<file path="src/hw/rtl/stfm_pkg.sv">
package stfm_pkg;

  localparam int unsigned TABLE_DEPTH_DEF = 1024;
  localparam int unsigned KEY_W           = 31;
  localparam int unsigned VAL_W           = 31;
  localparam int unsigned IDX_W           = 10;

  typedef enum logic [1:0] {
    KIND_LOAD  = 2'd0,
    KIND_QUERY = 2'd1,
    KIND_CLEAR = 2'd2
  } kind_e;

  typedef enum logic [1:0] {
    ST_IDLE,
    ST_PROBE,
    ST_WALK,
    ST_DONE
  } state_e;

  // one table entry as stored in the RAM
  typedef struct packed {
    logic [VAL_W-1:0] value;
    logic [KEY_W-1:0] key;
  } entry_t;

  // one search result
  typedef struct packed {
    logic             full_flag;
    logic [VAL_W-1:0] match_value;
    logic [IDX_W-1:0] first_index;
    logic             found;
  } res_t;

endpackage

</file>
<file path="src/hw/rtl/stfm_ctrl.sv">
module stfm_ctrl
  import stfm_pkg::*;
#(
  parameter int unsigned TABLE_DEPTH = TABLE_DEPTH_DEF,
  parameter int unsigned AW          = $clog2(TABLE_DEPTH),
  parameter int unsigned CW          = $clog2(TABLE_DEPTH + 1)
) (
  input  logic             clk_i,
  input  logic             rst_ni,
  input  logic             in_valid_i,
  output logic             in_ready_o,
  input  kind_e            in_kind_i,
  input  logic [KEY_W-1:0] in_key_i,
  input  logic [VAL_W-1:0] in_value_i,
  output logic             mem_we_o,
  output logic [AW-1:0]    mem_waddr_o,
  output entry_t           mem_wdata_o,
  output logic             mem_re_o,
  output logic [AW-1:0]    mem_raddr_o,
  input  entry_t           mem_rdata_i,
  output logic             res_valid_o,
  input  logic             res_ready_i,
  output res_t             res_o
);

  localparam logic [CW-1:0] DEPTH_C = CW'(TABLE_DEPTH);

  state_e state_q, state_d;
  logic [CW-1:0]    count_q, count_d;
  logic [CW-1:0]    lo_q, lo_d;
  logic [CW-1:0]    hi_q, hi_d;      // exclusive upper bound
  logic [CW-1:0]    mid_q, mid_d;
  logic [KEY_W-1:0] want_q, want_d;
  logic [AW-1:0]    best_q, best_d;
  logic [AW-1:0]    walk_q, walk_d;
  logic [VAL_W-1:0] val_q, val_d;
  logic             found_q, found_d;

  logic          acc;
  logic          full;
  logic [CW-1:0] cnt_m1, mid0, mid_inc, mid_lo, mid_hi;
  logic [CW:0]   sum_lo, sum_hi;
  logic          key_lt, key_eq;
  logic          lo_go, hi_go;
  logic [AW-1:0] mid_m1, walk_m1;

  assign acc     = in_valid_i && (state_q == ST_IDLE);
  assign full    = (count_q == DEPTH_C);
  assign cnt_m1  = count_q - CW'(1);
  assign mid0    = cnt_m1 >> 1;
  assign mid_inc = mid_q + CW'(1);
  // both candidate midpoints built in parallel, picked by the compare
  assign sum_lo  = {1'b0, lo_q} + {1'b0, mid_q} - (CW+1)'(1);
  assign sum_hi  = {1'b0, mid_q} + {1'b0, hi_q};
  assign mid_lo  = sum_lo[CW:1];
  assign mid_hi  = sum_hi[CW:1];
  assign key_lt  = want_q < mem_rdata_i.key;
  assign key_eq  = want_q == mem_rdata_i.key;
  assign lo_go   = lo_q < mid_q;
  assign hi_go   = mid_inc < hi_q;
  assign mid_m1  = mid_q[AW-1:0] - AW'(1);
  assign walk_m1 = walk_q - AW'(1);

  // next state
  always_comb begin
    state_d = state_q;
    unique case (state_q)
      ST_IDLE: begin
        if (acc && in_kind_i == KIND_QUERY) begin
          state_d = (count_q == '0) ? ST_DONE : ST_PROBE;
        end
      end
      ST_PROBE: begin
        if (key_eq) begin
          state_d = (mid_q != '0) ? ST_WALK : ST_DONE;
        end else if (key_lt) begin
          state_d = lo_go ? ST_PROBE : ST_DONE;
        end else begin
          state_d = hi_go ? ST_PROBE : ST_DONE;
        end
      end
      ST_WALK: begin
        if (!key_eq || walk_q == '0) begin
          state_d = ST_DONE;
        end
      end
      ST_DONE: begin
        if (res_ready_i) begin
          state_d = ST_IDLE;
        end
      end
      default: state_d = ST_IDLE;
    endcase
  end

  // outputs: handshake and RAM port
  always_comb begin
    in_ready_o  = 1'b0;
    res_valid_o = 1'b0;
    mem_we_o    = 1'b0;
    mem_waddr_o = count_q[AW-1:0];
    mem_wdata_o = '{value: in_value_i, key: in_key_i};
    mem_re_o    = 1'b0;
    mem_raddr_o = mid0[AW-1:0];
    unique case (state_q)
      ST_IDLE: begin
        in_ready_o = 1'b1;
        if (in_valid_i) begin
          mem_we_o = (in_kind_i == KIND_LOAD) && !full;
          mem_re_o = (in_kind_i == KIND_QUERY) && (count_q != '0);
        end
      end
      ST_PROBE: begin
        if (key_eq) begin
          mem_re_o    = (mid_q != '0);
          mem_raddr_o = mid_m1;
        end else if (key_lt) begin
          mem_re_o    = lo_go;
          mem_raddr_o = mid_lo[AW-1:0];
        end else begin
          mem_re_o    = hi_go;
          mem_raddr_o = mid_hi[AW-1:0];
        end
      end
      ST_WALK: begin
        mem_re_o    = key_eq && (walk_q != '0);
        mem_raddr_o = walk_m1;
      end
      ST_DONE: res_valid_o = 1'b1;
      default: ;
    endcase
  end

  // datapath
  always_comb begin
    count_d = count_q;
    lo_d    = lo_q;
    hi_d    = hi_q;
    mid_d   = mid_q;
    want_d  = want_q;
    best_d  = best_q;
    walk_d  = walk_q;
    val_d   = val_q;
    found_d = found_q;
    case (state_q)
      ST_IDLE: begin
        if (acc) begin
          case (in_kind_i)
            KIND_LOAD: begin
              if (!full) count_d = count_q + CW'(1);
            end
            KIND_CLEAR: count_d = '0;
            KIND_QUERY: begin
              want_d  = in_key_i;
              lo_d    = '0;
              hi_d    = count_q;
              mid_d   = mid0;
              found_d = 1'b0;
              best_d  = '0;
              val_d   = '0;
            end
            default: ;
          endcase
        end
      end
      ST_PROBE: begin
        if (key_eq) begin
          found_d = 1'b1;
          best_d  = mid_q[AW-1:0];
          val_d   = mem_rdata_i.value;
          walk_d  = mid_m1;
        end else if (key_lt) begin
          hi_d  = mid_q;
          mid_d = mid_lo;
        end else begin
          lo_d  = mid_inc;
          mid_d = mid_hi;
        end
      end
      ST_WALK: begin
        if (key_eq) begin
          best_d = walk_q;
          val_d  = mem_rdata_i.value;
          walk_d = walk_m1;
        end
      end
      default: ;
    endcase
  end

  always_ff @(posedge clk_i or negedge rst_ni) begin
    if (!rst_ni) begin
      state_q <= ST_IDLE;
      count_q <= '0;
    end else begin
      state_q <= state_d;
      count_q <= count_d;
    end
  end

  always_ff @(posedge clk_i) begin
    lo_q    <= lo_d;
    hi_q    <= hi_d;
    mid_q   <= mid_d;
    want_q  <= want_d;
    best_q  <= best_d;
    walk_q  <= walk_d;
    val_q   <= val_d;
    found_q <= found_d;
  end

  assign res_o = '{full_flag:   full,
                   match_value: val_q,
                   first_index: IDX_W'(best_q),
                   found:       found_q};

  a_count_range: assert property (@(posedge clk_i) disable iff (!rst_ni)
    count_q <= DEPTH_C)
    else $error("entry count beyond table depth");

  a_probe_bounds: assert property (@(posedge clk_i) disable iff (!rst_ni)
    state_q == ST_PROBE |-> (lo_q <= mid_q) && (mid_q < hi_q) && (hi_q <= count_q))
    else $error("probe outside loaded range");

  a_walk_step: assert property (@(posedge clk_i) disable iff (!rst_ni)
    state_q == ST_WALK |-> found_q && (best_q == walk_q + AW'(1)))
    else $error("walk-back out of step with best index");

  a_miss_zero: assert property (@(posedge clk_i) disable iff (!rst_ni)
    res_valid_o && !res_o.found |-> (res_o.first_index == '0) && (res_o.match_value == '0))
    else $error("miss result carries non-zero payload");

  a_no_write_busy: assert property (@(posedge clk_i) disable iff (!rst_ni)
    state_q != ST_IDLE |-> !mem_we_o && $stable(count_q))
    else $error("table modified during a search");

endmodule

</file>
<file path="config.mk">
export PLATFORM = sky130hd
export DESIGN_NAME = stfm_ctrl
export DESIGN_NICKNAME = d
export VERILOG_FILES = /design/src/hw/rtl/stfm_pkg.sv /design/src/hw/rtl/stfm_ctrl.sv
export SDC_FILE = /design/constraint.sdc
export NUM_CORES = 1
export LEC_CHECK = 0
export ABC_AREA = 1
export BUFFER_PORTS_ARGS = -buffer_cell sky130_fd_sc_hd__buf_2
export CORE_MARGIN = 4
export CORE_UTILIZATION = 54
export DETAILED_ROUTE_END_ITERATION = 12
export GPL_ROUTABILITY_DRIVEN = 0
export PLACE_DENSITY = 0.81
export SETUP_SLACK_MARGIN = 0.2
export SYNTH_ARGS = -nofsm -noshare
export SYNTH_HDL_FRONTEND = slang
export SYNTH_SLANG_ARGS = --single-unit
</file>
<file path="constraint.sdc">
create_clock -name clk_i -period 7 [get_ports clk_i]
set_clock_uncertainty 0.2 [all_clocks]
set_input_delay 0.7 -clock clk_i [delete_from_list [all_inputs] [get_ports clk_i]]
set_output_delay 0.7 -clock clk_i [all_outputs]
set_load 0.01 [all_outputs]
</file>
; Word-level counts from Yosys, hierarchy flattened
; Cells that the tools add are included.
[word_totals]
wordCells = 125
reg_bits = 129
in_bits = 130
[classes]
n_eq_ne = 19
n_reduce_logical = 31
muxes = 54
n_lt_le_gt_ge = 3
add_sub_neg = 8
[ops]
columns = op, count
row1 = $mux 11, 13
row2 = $mux 31, 3
row3 = $pmux 11 s2, 4
row4 = $mux 10, 8
row5 = $pmux 31 s2, 1
row6 = $pmux 10 s2, 2
row7 = $eq 31x31->1, 1
row8 = $lt 31x31->1, 1
row9 = $pmux 10 s3, 1
row10 = $add 11x11->12, 2
row11 = $add 11x1->11 const B, 2
row12 = $lt 11x11->1, 2
row13 = $reduce_bool 11->1, 2
row14 = $sub 10x1->10 const B, 2
row15 = $ne 2x2->1 const B, 9
row16 = $mux 2, 8
row17 = $reduce_and 4->1, 4
row18 = $reduce_and 5->1, 3
row19 = $sub 12x1->12 const B, 1
row20 = $eq 11x11->1 const B, 1
row21 = $logic_not 11->1, 1
row22 = $mux 1, 11
row23 = $sub 11x1->11 const B, 1
row24 = $logic_not 10->1, 1
row25 = 15 further kinds, 31

; Logic depth before layout (Yosys ltp)
; Gate-level depths: netlist of the first run.
[logic_depth]
ltp_word = 6
depth_mapped = 21
ltp_nobuf = 21

; Least setup slack after synthesis of the first run
; OpenSTA, ideal clock, no wires.
[synth_timing]
kind = reg-to-reg
startpoint = register state_q[0]
endpoint = register val_q[0] (enable)
setup_ns = 0.467
synth_period_minus_slack_ns = 5.657
setup_slack_ns = 1.343
t_arrival_ns = 4.990
path_stages_with_launch = 7
required_ns = 6.333
cell_sequence = dfrtp_1 inv_1 ha_1 nand2_1 nor2_1 nor2_1 a211oi_1
[synth_between]
elab_chain_len = 4
[synth_lines]
columns = element, line_no
row1 = start: declaration, stfm_ctrl.sv:28  ; state_e state_q, state_d;
row2 = start signal: assignment, stfm_ctrl.sv:196  ; state_q <= state_d;
row3 = $eq 2x2->1 (tied with other cells), stfm_ctrl.sv:145  ; case (state_q)
row4 = $reduce_or 2->1 (no line) or $logic_and 1x1->1 (tied branches), -
row5 = $ne 2x1->1 (no line) (tied with other cells), -
row6 = $reduce_and 4->1 (no line) (*), -
row7 = end signal: assignment, stfm_ctrl.sv:208  ; val_q <= val_d;
row8 = end: declaration, stfm_ctrl.sv:36  ; logic [VAL_W-1:0] val_q, val_d;
; Mark *: on every way between the ends. The rest lies on a longest branch, timed or not.
; A chain may end at the register's enable or synchronous reset.

; Worst setup path after layout of the first run
[layout_timing]
startpoint = register mid_q[0]
endpoint = output port mem_re_o
[layout_between]
elab_chain_len = 5
[layout_lines]
columns = element, line_no
row1 = start: declaration, stfm_ctrl.sv:32  ; logic [CW-1:0] mid_q, mid_d;
row2 = start signal: assignment, stfm_ctrl.sv:204  ; mid_q <= mid_d;
row3 = $add 11x1->11, stfm_ctrl.sv:51  ; assign mid_inc = mid_q + CW'(1);
row4 = named net mid_inc[10], stfm_ctrl.sv:41  ; logic [CW-1:0] cnt_m1, mid0, mid_inc, mid_lo, mid_hi;
row5 = $lt 11x11->1, stfm_ctrl.sv:60  ; assign hi_go = mid_inc < hi_q;
row6 = $mux 1, stfm_ctrl.sv:117  ; end else if (key_lt) begin
row7 = $mux 1, stfm_ctrl.sv:114  ; if (key_eq) begin
row8 = $pmux 1 s3, stfm_ctrl.sv:105  ; unique case (state_q)
row9 = end: declaration, stfm_ctrl.sv:18  ; output logic mem_re_o,
; The timed path passes the listed nets, and every way through them passes these cells.

==> impl_metrics.tcl, run 1 <==
set metrics [dict create \
    fmax_ghz 0.2277 \
    synth_common_cells "nand2_1, inv_1, edfxtp_1, nor2_1, ha_1" \
    hold_violations 0 \
    fin_util_pct 62.22 \
    comb_power_share_pct 59.7 \
    grt_max_degree 45 \
    hold_class "in2reg" \
    internal_power_mw 2.975 \
    dp_hpwl_mm 18.62 \
    p_seq_share_pct 25.4 \
    drt_iter0_drc 740 \
    fin_nets 1504 \
    final_antenna_net_count 0 \
    n_antenna_cell 0 \
    synthMuxAreaShare_pct 0.1057 \
    area_growth_syn_to_layout_pct 13.28 \
    power.leakage_nw 5.447 \
    drtPass1Iterations 6 \
    die_y_um 140.4 \
    wl_mm 23.70 \
    endpoint_kind "primary output" \
    fin_ws_ns 2.609 \
    drv_slew 0 \
    async_reset_ff_share_pct 10.08 \
    ys_top_cells_by_area "edfxtp_1, ha_1, nand2_1" \
    initial_core_util_pct 54.92 \
    place_ws_ns 3.112 \
    sw_frac_of_total_pct 48.31 \
    fin_crit_ns 4.391 \
    htree_num_levels 4 \
    design_area_um2 10720 \
    synth_top_family_by_area "simple AND/OR/NAND/NOR gates" \
    yosysTopAreaCell "edfxtp_1" \
    clkSlewWorstSetupHoldPaths_ns 0.06 \
    power_density_nw_per_um2 536.8 \
    drive_gt1_share_pct 19.24 \
    synthCells 1153 \
    drt-wirelength-per-cell_um 15.60 \
    clock-sinks 129 \
    track_usage_pct 24.09 \
    ir_drop_mv 0.2543 \
    portBuffers 196 \
    fillers 1423 \
    ys_seq_area_share_pct 40.23 \
    rows 48 \
    antenna_found_initial 0 \
    synth_nets 1376 \
    ys_warn_count 0 \
    synth_ff_type "edfxtp_1" \
    setup-tns-final_ns 0 \
    cts_tree "yes" \
    start_kind "register" \
    ctsResizeCount 0 \
    grt_overflow_total 0 \
    routed-via-count 8066 \
    multiInputGateArea_um2 4214 \
    pin_count 259 \
    slew_headroom_pct 22.60 \
    clk_latency_ns 0.42 \
    cts_setup_buffers 0 \
    crit_required_ns 6.10 \
    setup_violations 0 \
    die-area_um2 19710 \
    register_area_um2 3809 \
    crit_arrival_ns 3.49 \
    synth.most_common_cell "nand2_1" \
    cts_made_buffers 17 \
    max_cap_viol_count 0 \
    synth_top_area_share_pct 36.80 \
    hold_slack_ns 0.2726 \
    synthXorXnorAreaFrac_pct 3.238 \
    status "finished clean" \
    die_w_um 140.4 \
    vias_per_cell 5.310 \
    synth_compound_area_share_pct 9.107 \
    power_switching_mw 2.781 \
    rsz0062_at_grt "false" \
    synth-edff-count 116 \
    tightestPinTransition_ns 1.161 \
    fin_crit_sh_pct 62.73 \
    cts_root_buf "clkbuf_16" \
    synth_fa_ha_area_share_pct 12.45 \
    placed_area_um2 10150 \
    ys_seq_elements 129 \
    grt_pass1_wl_mm 38.50 \
    drcViolationCount 0 \
    core-area_um2 17240 \
    ys_types 48 \
    grt_pass1_vias 8029 \
    synthSimpleGateAreaFrac_pct 19.34 \
    avgSynthCellArea_um2 8.210 \
    cp_max_fo 9 \
    clockPowerShare_pct 14.9 \
    clockBufferDepth 2 \
    crit_type "reg2out" \
    syn_area_um2 9467 \
]
[layout by cell type, fill, tap and decap left out, types with 5 or more instances in the layout]
cell       Yosys  layout
o21bai_1      10      10
buf_4         74       6
xor2_1        32      32
o211ai_1       6       6
buf_2          3     196
inv_1        210     210
clkbuf_16      0      17
nand3_1       52      52
nor2_1        93      92
edfxtp_1     116     116
o21ai_1        5       5
nand2_1      222     222
o21ai_0       46      46
nor3_1        26      26
nor4_1         5       5
a21oi_1       72      72
dfrtp_1       13      13
ha_1          91      91
nand4_1       19      19
[power by group through the flow]
stage	Clock, mW	Sequential [mW]	Combinational, mW
2_1_floorplan	0	1.51	2.32
3_3_place_gp	0	1.46	3.30
6_report	0.856	1.46	3.44
5_1_grt	0.903	1.49	3.83
3_5_place_dp	0	1.47	3.36
4_1_cts	0.860	1.46	3.40
[critical path, cell delays in order (launching register included)]
cell,delay [ns]
edfxtp_1,0.52
ha_1,0.22
nand2_1,0.08
nor2_1,0.11
inv_1,0.06
nor2_1,0.08
inv_1,0.09
nor2_1,0.15
nand2_1,0.09
nor2_1,0.13
xor2_1,0.20
inv_1,0.07
ha_1,0.30
nand4_1,0.13
nor2_1,0.06
nand4_1,0.08
nand4_1,0.08
nand2_1,0.07
nand2_1,0.08
nand2_1,0.06
nand3_1,0.06
a21oi_1,0.17
buf_2,0.16
[cell families after synthesis]
group / after synthesis
AND/OR/NAND/NOR: 430
buffers and inverters: 310
AO/OA/AOI/OAI: 155
flip-flops: 129
adder cells (fa/ha/maj): 93
XOR/XNOR: 35
multiplexers: 1
[metal layers]
| layer | share of wire (%) | vias up | wire, um | global-route usage (%) |
|---|---|---|---|---|
| met1 | 39 | 3651 | 9149 | 29.57 |
| li1 | - | 3941 | - | - |
| met4 | 3.0 | 0 | 704 | 9.995 |
| met3 | 9.0 | 65 | 2143 | 5.667 |
| met5 | 0 | - | 0 | 0 |
| met2 | 49 | 409 | 11700 | 40.80 |
[worst paths after layout]
check                                             from                     end  slack (ns)  cells after the start
worst max register to register  state_q[0]$_DFFE_PN0P_  lo_q[10]$_SDFFCE_PN0P_        3.32                     10
worst max-delay path                mid_q[0]$_DFFE_PP_                mem_re_o        2.61                     22
worst min register to register  state_q[0]$_DFFE_PN0P_  state_q[0]$_DFFE_PN0P_        0.36                      2
min in group asynchronous                       rst_ni  count_q[0]$_DFFE_PN0P_        0.51                      2
worst min-delay path                       in_key_i[5]     want_q[5]$_DFFE_PP_        0.27                      1
max in group asynchronous                       rst_ni  count_q[9]$_DFFE_PN0P_        5.84                      2
[registers in the layout, indices dropped and copies added (netlist names)]
signal	count
count_q	11
hi_q	11
lo_q	11
found_q	1
mid_q	11
state_q	2
want_q	31
walk_q	10
val_q	31
best_q	10
[final cells by class]
type | instances | area share (%)
Inverter | 216 | 7.619
Clock buffer | 22 | 4.235
Tap cell | 225 | 2.625
Sequential cell | 129 | 35.52
Multi-Input combinational cell | 714 | 39.30
Clock inverter | 10 | 1.050
Timing Repair Buffer | 203 | 9.660
[metrics by stage]
step,total power [mW],instances
2_1_floorplan,3.824,1153
3_3_place_gp,4.762,1486
3_5_place_dp,4.834,1486
4_1_cts,5.715,1519
5_1_grt,6.228,1519
6_report,5.756,1519
[repair_timing]
| action | in CTS | in global routing |
|---|---|---|
| hold endpoints to repair | 13 | 0 |
| hold buffers | 1 | 0 |
| setup endpoints to repair | 0 | 0 |
(Power assumes the default switching activity.)
==> run 2, diff against run 1 <==
--- a/config.mk
+++ b/config.mk
@@ -8,10 +8,10 @@
 export ABC_AREA = 1
 export BUFFER_PORTS_ARGS = -buffer_cell sky130_fd_sc_hd__buf_2
 export CORE_MARGIN = 4
-export CORE_UTILIZATION = 54
+export CORE_UTILIZATION = 49
 export DETAILED_ROUTE_END_ITERATION = 12
 export GPL_ROUTABILITY_DRIVEN = 0
-export PLACE_DENSITY = 0.81
+export PLACE_DENSITY = 0.77
 export SETUP_SLACK_MARGIN = 0.2
 export SYNTH_ARGS = -nofsm -noshare
 export SYNTH_HDL_FRONTEND = slang
==> constraint.sdc (replaced) <==
create_clock -name clk_i -period 3.6 [get_ports clk_i]
set_clock_uncertainty 0.2 [all_clocks]
set_input_delay 0.36 -clock clk_i [delete_from_list [all_inputs] [get_ports clk_i]]
set_output_delay 0.36 -clock clk_i [all_outputs]
set_load 0.01 [all_outputs]
==> impl_metrics.tcl, run 2 (same netlist as run 1, synthesis figures left out) <==
set metrics [dict create \
    status "complete, but fails checks" \
    violations "negative setup slack" \
    htree_num_levels 4 \
    core-area_um2 18830 \
    drtPass1Iterations 6 \
    clock-sinks 129 \
    n_antenna_cell 0 \
    crit_arrival_ns 3.24 \
    drv_slew 0 \
    cp-startpoint "mid_q[1]$_DFFE_PP_" \
    slowest_stage "edfxtp_1" \
    cp.buffers_inverters 5 \
    cts_made_buffers 17 \
    antenna_found_initial 0 \
    max_cap_viol_count 0 \
    die_w_um 147.0 \
    drt-met1-wl_mm 10.31 \
    wl_met3_mm 2.296 \
    cts_tree "yes" \
    hold_violations 0 \
    area_growth_syn_to_layout_pct 27.16 \
    rsz0062_at_grt "true" \
    top_regs "val_q (31), want_q (31)" \
    final_antenna_net_count 0 \
    r2r_cells 19 \
    portBuffers 196 \
    hold_slack_ns 0.02972 \
    grt_overflow_total 0 \
    drt-wirelength-per-cell_um 16.52 \
    design_area_um2 12040 \
    final_common_cell "nand2_1" \
    endpoint_kind "primary output" \
    track_usage_pct 24.86 \
    fin_nets 1618 \
    fin_crit_ns 3.803 \
    grt_max_degree 38 \
    fin_ws_ns -0.2027 \
    slew_headroom_pct 56.38 \
    initial_core_util_pct 50.27 \
    r2r_end "mid_q[8]$_DFFE_PP_" \
    cp_top_family "simple AND/OR/NAND/NOR gates" \
    met2WireLength_mm 13.47 \
    cts_root_buf "clkbuf_16" \
    place_ws_ns 0.1806 \
    rrSetupSlack_ns 0.53 \
    r2r_start "mid_q[1]$_DFFE_PP_" \
    die-area_um2 21610 \
    tightestPinTransition_ns 0.6535 \
    clkSlewWorstSetupHoldPaths_ns 0.06 \
    path_depth 22 \
    power_density_nw_per_um2 1044 \
    fmax_ghz 0.2630 \
    setup_violations 2 \
    endpoint "mem_re_o" \
    cp_max_fo 4 \
    clockBufferDepth 2 \
    grt_pass1_vias 8827 \
    start_kind "register" \
    drive_gt1_share_pct 26.42 \
    top_layer_used "met4" \
    fin_crit_sh_pct 105.6 \
    max_stage_delay_ns 0.41 \
    final_cell_mix "nand2_1, inv_1, buf_2, edfxtp_1, nor2_1" \
    routed-via-count 8785 \
    clk_latency_ns 0.43 \
    vias_per_cell 5.267 \
    cp_cell_sequence "ha_2 > nand2_2 > nor2_1 > inv_1 > nor2_2 > inv_2 > nor2_2 > inv_1 > o21ai_0 > nand2_1 > inv_1 > ha_1 > a21oi_1 > nor2_1 > nor2_1 > nand4_1 > nand2_1 > nand2_2 > nand2_1 > nand3_2 > a21oi_2 > buf_2" \
    pin_count 259 \
    drcViolationCount 0 \
    hold_class "in2reg" \
    rows 50 \
    dp_hpwl_mm 19.33 \
    drt_iter0_drc 833 \
    grt_pass1_wl_mm 43.31 \
    crit_required_ns 3.04 \
    hold_depth 3 \
    die_y_um 147.0 \
    ir_drop_mv 0.5583 \
    crit_type "reg2out" \
    placed_area_um2 10300 \
    power.leakage_nw 5.971 \
    wl_mm 27.56 \
]
## run 2: changes by cell type in the layout (fill, tap and decap cells not counted), moves of 9 or more
cell,previous run,this run
dlygate4sd3_1,1,61
buf_4,6,56
a21oi_1,72,57
a21oi_2,1,14
ha_1,91,81
inv_1,210,200
nand3_1,52,43
nand3_2,1,10
## run 2: area by class of cell
cell class,count,area (um2)
clock inverters,13,102.6
clock buffers,19,442.9
fillers,1505,6793
repair buffers,316,2046
flip-flops and latches,129,3809
inverters,216,825.8
well taps,260,325.3
multi-input cells,715,4487
## run 2: routing by layer
layer | vias up | GRT usage [%]
met3 | 121 | 6.416
met4 | 0 | 13.42
li1 | 4174 | -
met5 | - | 0
met2 | 480 | 42.04
met1 | 4010 | 28.96
## run 2: how the worst min path moves through the flow
stage | startpoint | to | slack [ns]
global placement | rst_ni | count_q[2]$_DFFE_PN0P_ | 0.06
detailed placement | rst_ni | count_q[1]$_DFFE_PN0P_ | 0.06
global route | mem_rdata_i[44] | val_q[13]$_SDFFCE_PP0P_ | 0.02
floorplan | rst_ni | count_q[0]$_DFFE_PN0P_ | -0.14
finish | mem_rdata_i[44] | val_q[13]$_SDFFCE_PP0P_ | 0.03
CTS | mem_rdata_i[44] | val_q[13]$_SDFFCE_PP0P_ | 0.004
## run 2: power breakdown
group          internal (mW)  switching, mW
clock network          0.906          0.700
logic                   2.97           5.20
registers               2.50          0.281
total                   6.38           6.19
## run 2: timing repair
action,in CTS,in global routing
hold buffers,61,0
hold endpoints to repair,73,0
pin swaps,9,21
setup endpoints to repair,11,11
cloned,0,1
setup buffers,23,15
resized for setup,39,42
## run 2: tightest hold or removal path: stages
cell and delay, ns:
buf_2 0.08, nand2_1 0.06, inv_1 0.05
## run 2: through the flow
step | total power [mW] | instances | setup TNS (ns) | util, %
CTS | 11.89 | 1652 | -0.1457 | 62.52
detailed placement | 9.636 | 1536 | 0 | 54.72
finish | 12.57 | 1668 | -0.3501 | 63.93
global placement | 9.460 | 1536 | 0 | 54.72
floorplan | 7.456 | 1153 | 0 | -
global route | 13.43 | 1668 | -0.7917 | 63.93
==> run 3, diff against run 2 <==
--- a/config.mk
+++ b/config.mk
@@ -5,13 +5,12 @@
 export SDC_FILE = /design/constraint.sdc
 export NUM_CORES = 1
 export LEC_CHECK = 0
-export ABC_AREA = 1
 export BUFFER_PORTS_ARGS = -buffer_cell sky130_fd_sc_hd__buf_2
 export CORE_MARGIN = 4
-export CORE_UTILIZATION = 49
+export CORE_UTILIZATION = 48
 export DETAILED_ROUTE_END_ITERATION = 12
 export GPL_ROUTABILITY_DRIVEN = 0
-export PLACE_DENSITY = 0.77
+export PLACE_DENSITY = 0.76
 export SETUP_SLACK_MARGIN = 0.2
 export SYNTH_ARGS = -nofsm -noshare
 export SYNTH_HDL_FRONTEND = slang
==> impl_metrics.tcl, run 3 <==
set metrics [dict create \
    status "complete, but fails checks" \
    violations "negative setup slack" \
    synth_nets 1171 \
    synth.most_common_cell "edfxtp_1" \
    synth_top_area_share_pct 37.69 \
    max_cap_viol_count 0 \
    routed-via-count 8603 \
    fin_crit_sh_pct 111.5 \
    fin_ws_ns -0.4138 \
    clkSlewWorstSetupHoldPaths_ns 0.06 \
    slew_headroom_pct 60.66 \
    pin_count 259 \
    top_layer_used "met5" \
    power.leakage_nw 5.285 \
    die_y_um 146.8 \
    fmax_ghz 0.2491 \
    grt_pass1_wl_mm 43.40 \
    clock-sinks 129 \
    ys_warn_count 0 \
    tightestPinTransition_ns 0.5900 \
    drive_gt1_share_pct 36.78 \
    synth-edff-count 116 \
    power_density_nw_per_um2 1204 \
    drt-wirelength-per-cell_um 21.57 \
    ys_seq_area_share_pct 41.21 \
    placed_area_um2 10160 \
    design_area_um2 12340 \
    track_usage_pct 25.42 \
    vias_per_cell 5.929 \
    endpoint_kind "primary output" \
    final_common_cell "buf_2" \
    clk_latency_ns 0.43 \
    drv_slew 0 \
    hold_class "in2reg" \
    wl_met3_mm 3.079 \
    synth_ff_type "edfxtp_1" \
    yosysTopAreaCell "edfxtp_1" \
    setup_violations 8 \
    fillers 1275 \
    drt-met1-wl_mm 10.46 \
    area_growth_syn_to_layout_pct 33.48 \
    async_reset_ff_share_pct 10.08 \
    crit_arrival_ns 3.45 \
    cts_made_buffers 17 \
    rows 50 \
    initial_core_util_pct 49.08 \
    rsz0062_at_grt "true" \
    cts_root_buf "clkbuf_16" \
    met2WireLength_mm 15.36 \
    ys_types 71 \
    crit_type "reg2out" \
    final_antenna_net_count 0 \
    ys_seq_elements 129 \
    drt_iter0_drc 964 \
    start_kind "register" \
    die-area_um2 21540 \
    dp_hpwl_mm 18.76 \
    synth_common_cells "edfxtp_1, inv_1, ha_1, buf_4, nor2_1" \
    clockBufferDepth 2 \
    n_antenna_cell 0 \
    fin_crit_ns 4.014 \
    cts_tree "yes" \
    synthCells 948 \
    dp_cells 1330 \
    drcViolationCount 0 \
    grt_overflow_total 0 \
    final_cell_mix "buf_2, edfxtp_1, inv_1, ha_1, buf_4" \
    fin_cells 1451 \
    hold_slack_ns 0.01127 \
    hold_violations 0 \
    antenna_found_initial 1 \
    avgSynthCellArea_um2 9.750 \
    htree_num_levels 4 \
    syn_area_um2 9243 \
    drtPass1Iterations 6 \
    grt_max_degree 39 \
    wl_mm 31.30 \
    portBuffers 196 \
    ir_drop_mv 0.9420 \
    cp_max_fo 5 \
    crit_required_ns 3.04 \
    grt_pass1_vias 8272 \
    fin_nets 1403 \
    die_w_um 146.8 \
    core-area_um2 18830 \
    top_regs "val_q (31), want_q (31)" \
    ys_top_cells_by_area "edfxtp_1, ha_1, buf_4" \
]
-- run 3: where the power goes --
part	internal (mW)	switching, mW
Clock	0.999	0.654
Sequential	2.41	0.299
Combinational	4.49	5.99
Total	7.90	6.95
-- run 3: final timing paths --
check	from	end	slack (ns)	cells after the start
setup / recovery	mid_q[1]$_DFFE_PP_	mem_re_o	-0.41	14
hold / removal	mem_rdata_i[47]	val_q[16]$_SDFFCE_PP0P_	0.01	2
setup reg to reg	mid_q[1]$_DFFE_PP_	mid_q[6]$_DFFE_PP_	0.15	13
hold reg to reg	count_q[1]$_DFFE_PN0P_	count_q[1]$_DFFE_PN0P_	0.38	1
max in group asynchronous	rst_ni	count_q[0]$_DFFE_PN0P_	2.81	2
min in group asynchronous	rst_ni	state_q[1]$_DFFE_PN0P_	0.15	2
-- run 3: worst max-delay path: stages, from the launching register on --
cell and delay, ns:
edfxtp_1 0.42, inv_2 0.11, buf_4 0.19, nor3_2 0.20, nand3_2 0.15, xnor2_1 0.19
ha_1 0.31, nand3_1 0.09, o21ai_1 0.21, nand4_1 0.21, a31o_2 0.29, a32oi_1 0.24
buf_4 0.20, o31ai_4 0.07, buf_2 0.15
-- run 3: kinds of logic (layout without fill, tap and decap cells) --
family,after synthesis,after routing,share of synthesized area (%)
XOR/XNOR,53,53,5.022
AND/OR/NAND/NOR,265,265,14.85
flip-flops,129,129,41.21
buffers and inverters,212,454,11.68
multiplexers,10,10,1.164
AO/OA/AOI/OAI,186,187,13.32
adder cells (fa/ha/maj),93,93,12.75
-- run 3: timing repair --
item                                   CTS  global route
endpoints found under the hold margin   44             2
setup endpoints to repair               11            12
gates cloned                             1             0
pin swaps                               35            44
buffers inserted                        39            17
gates resized for setup                 67           100
hold buffers                            32             2
-- run 3: stage by stage --
stage | utilization [%] | setup TNS (ns) | power [mW] | setup slack (ns)
finish | 65.52 | -1.758 | 14.85 | -0.4138
global route | 65.52 | -2.182 | 15.46 | -0.4911
CTS | 61.93 | -0.5329 | 12.70 | -0.1831
detailed placement | 53.95 | 0 | 9.854 | 0.09295
global placement | 53.95 | 0 | 9.737 | 0.1385
floorplan | - | 0 | 7.644 | 0.2183
-- run 3: cell type report --
cell class	count	area, um2	area share [%]
Timing Repair Buffer	314	2029	16.45
Inverter	110	425.4	3.448
Multi-Input combinational cell	608	5199	42.14
Clock buffer	18	429.2	3.479
Tap cell	260	325.3	2.637
Clock inverter	12	120.1	0.9736
Sequential cell	129	3809	30.87
-- run 3: layer usage --
layer	up-vias	track usage, %
met4	2	13.08
li1	3725	-
met1	4012	29.07
met2	626	43.88
met5	-	0
met3	238	6.601
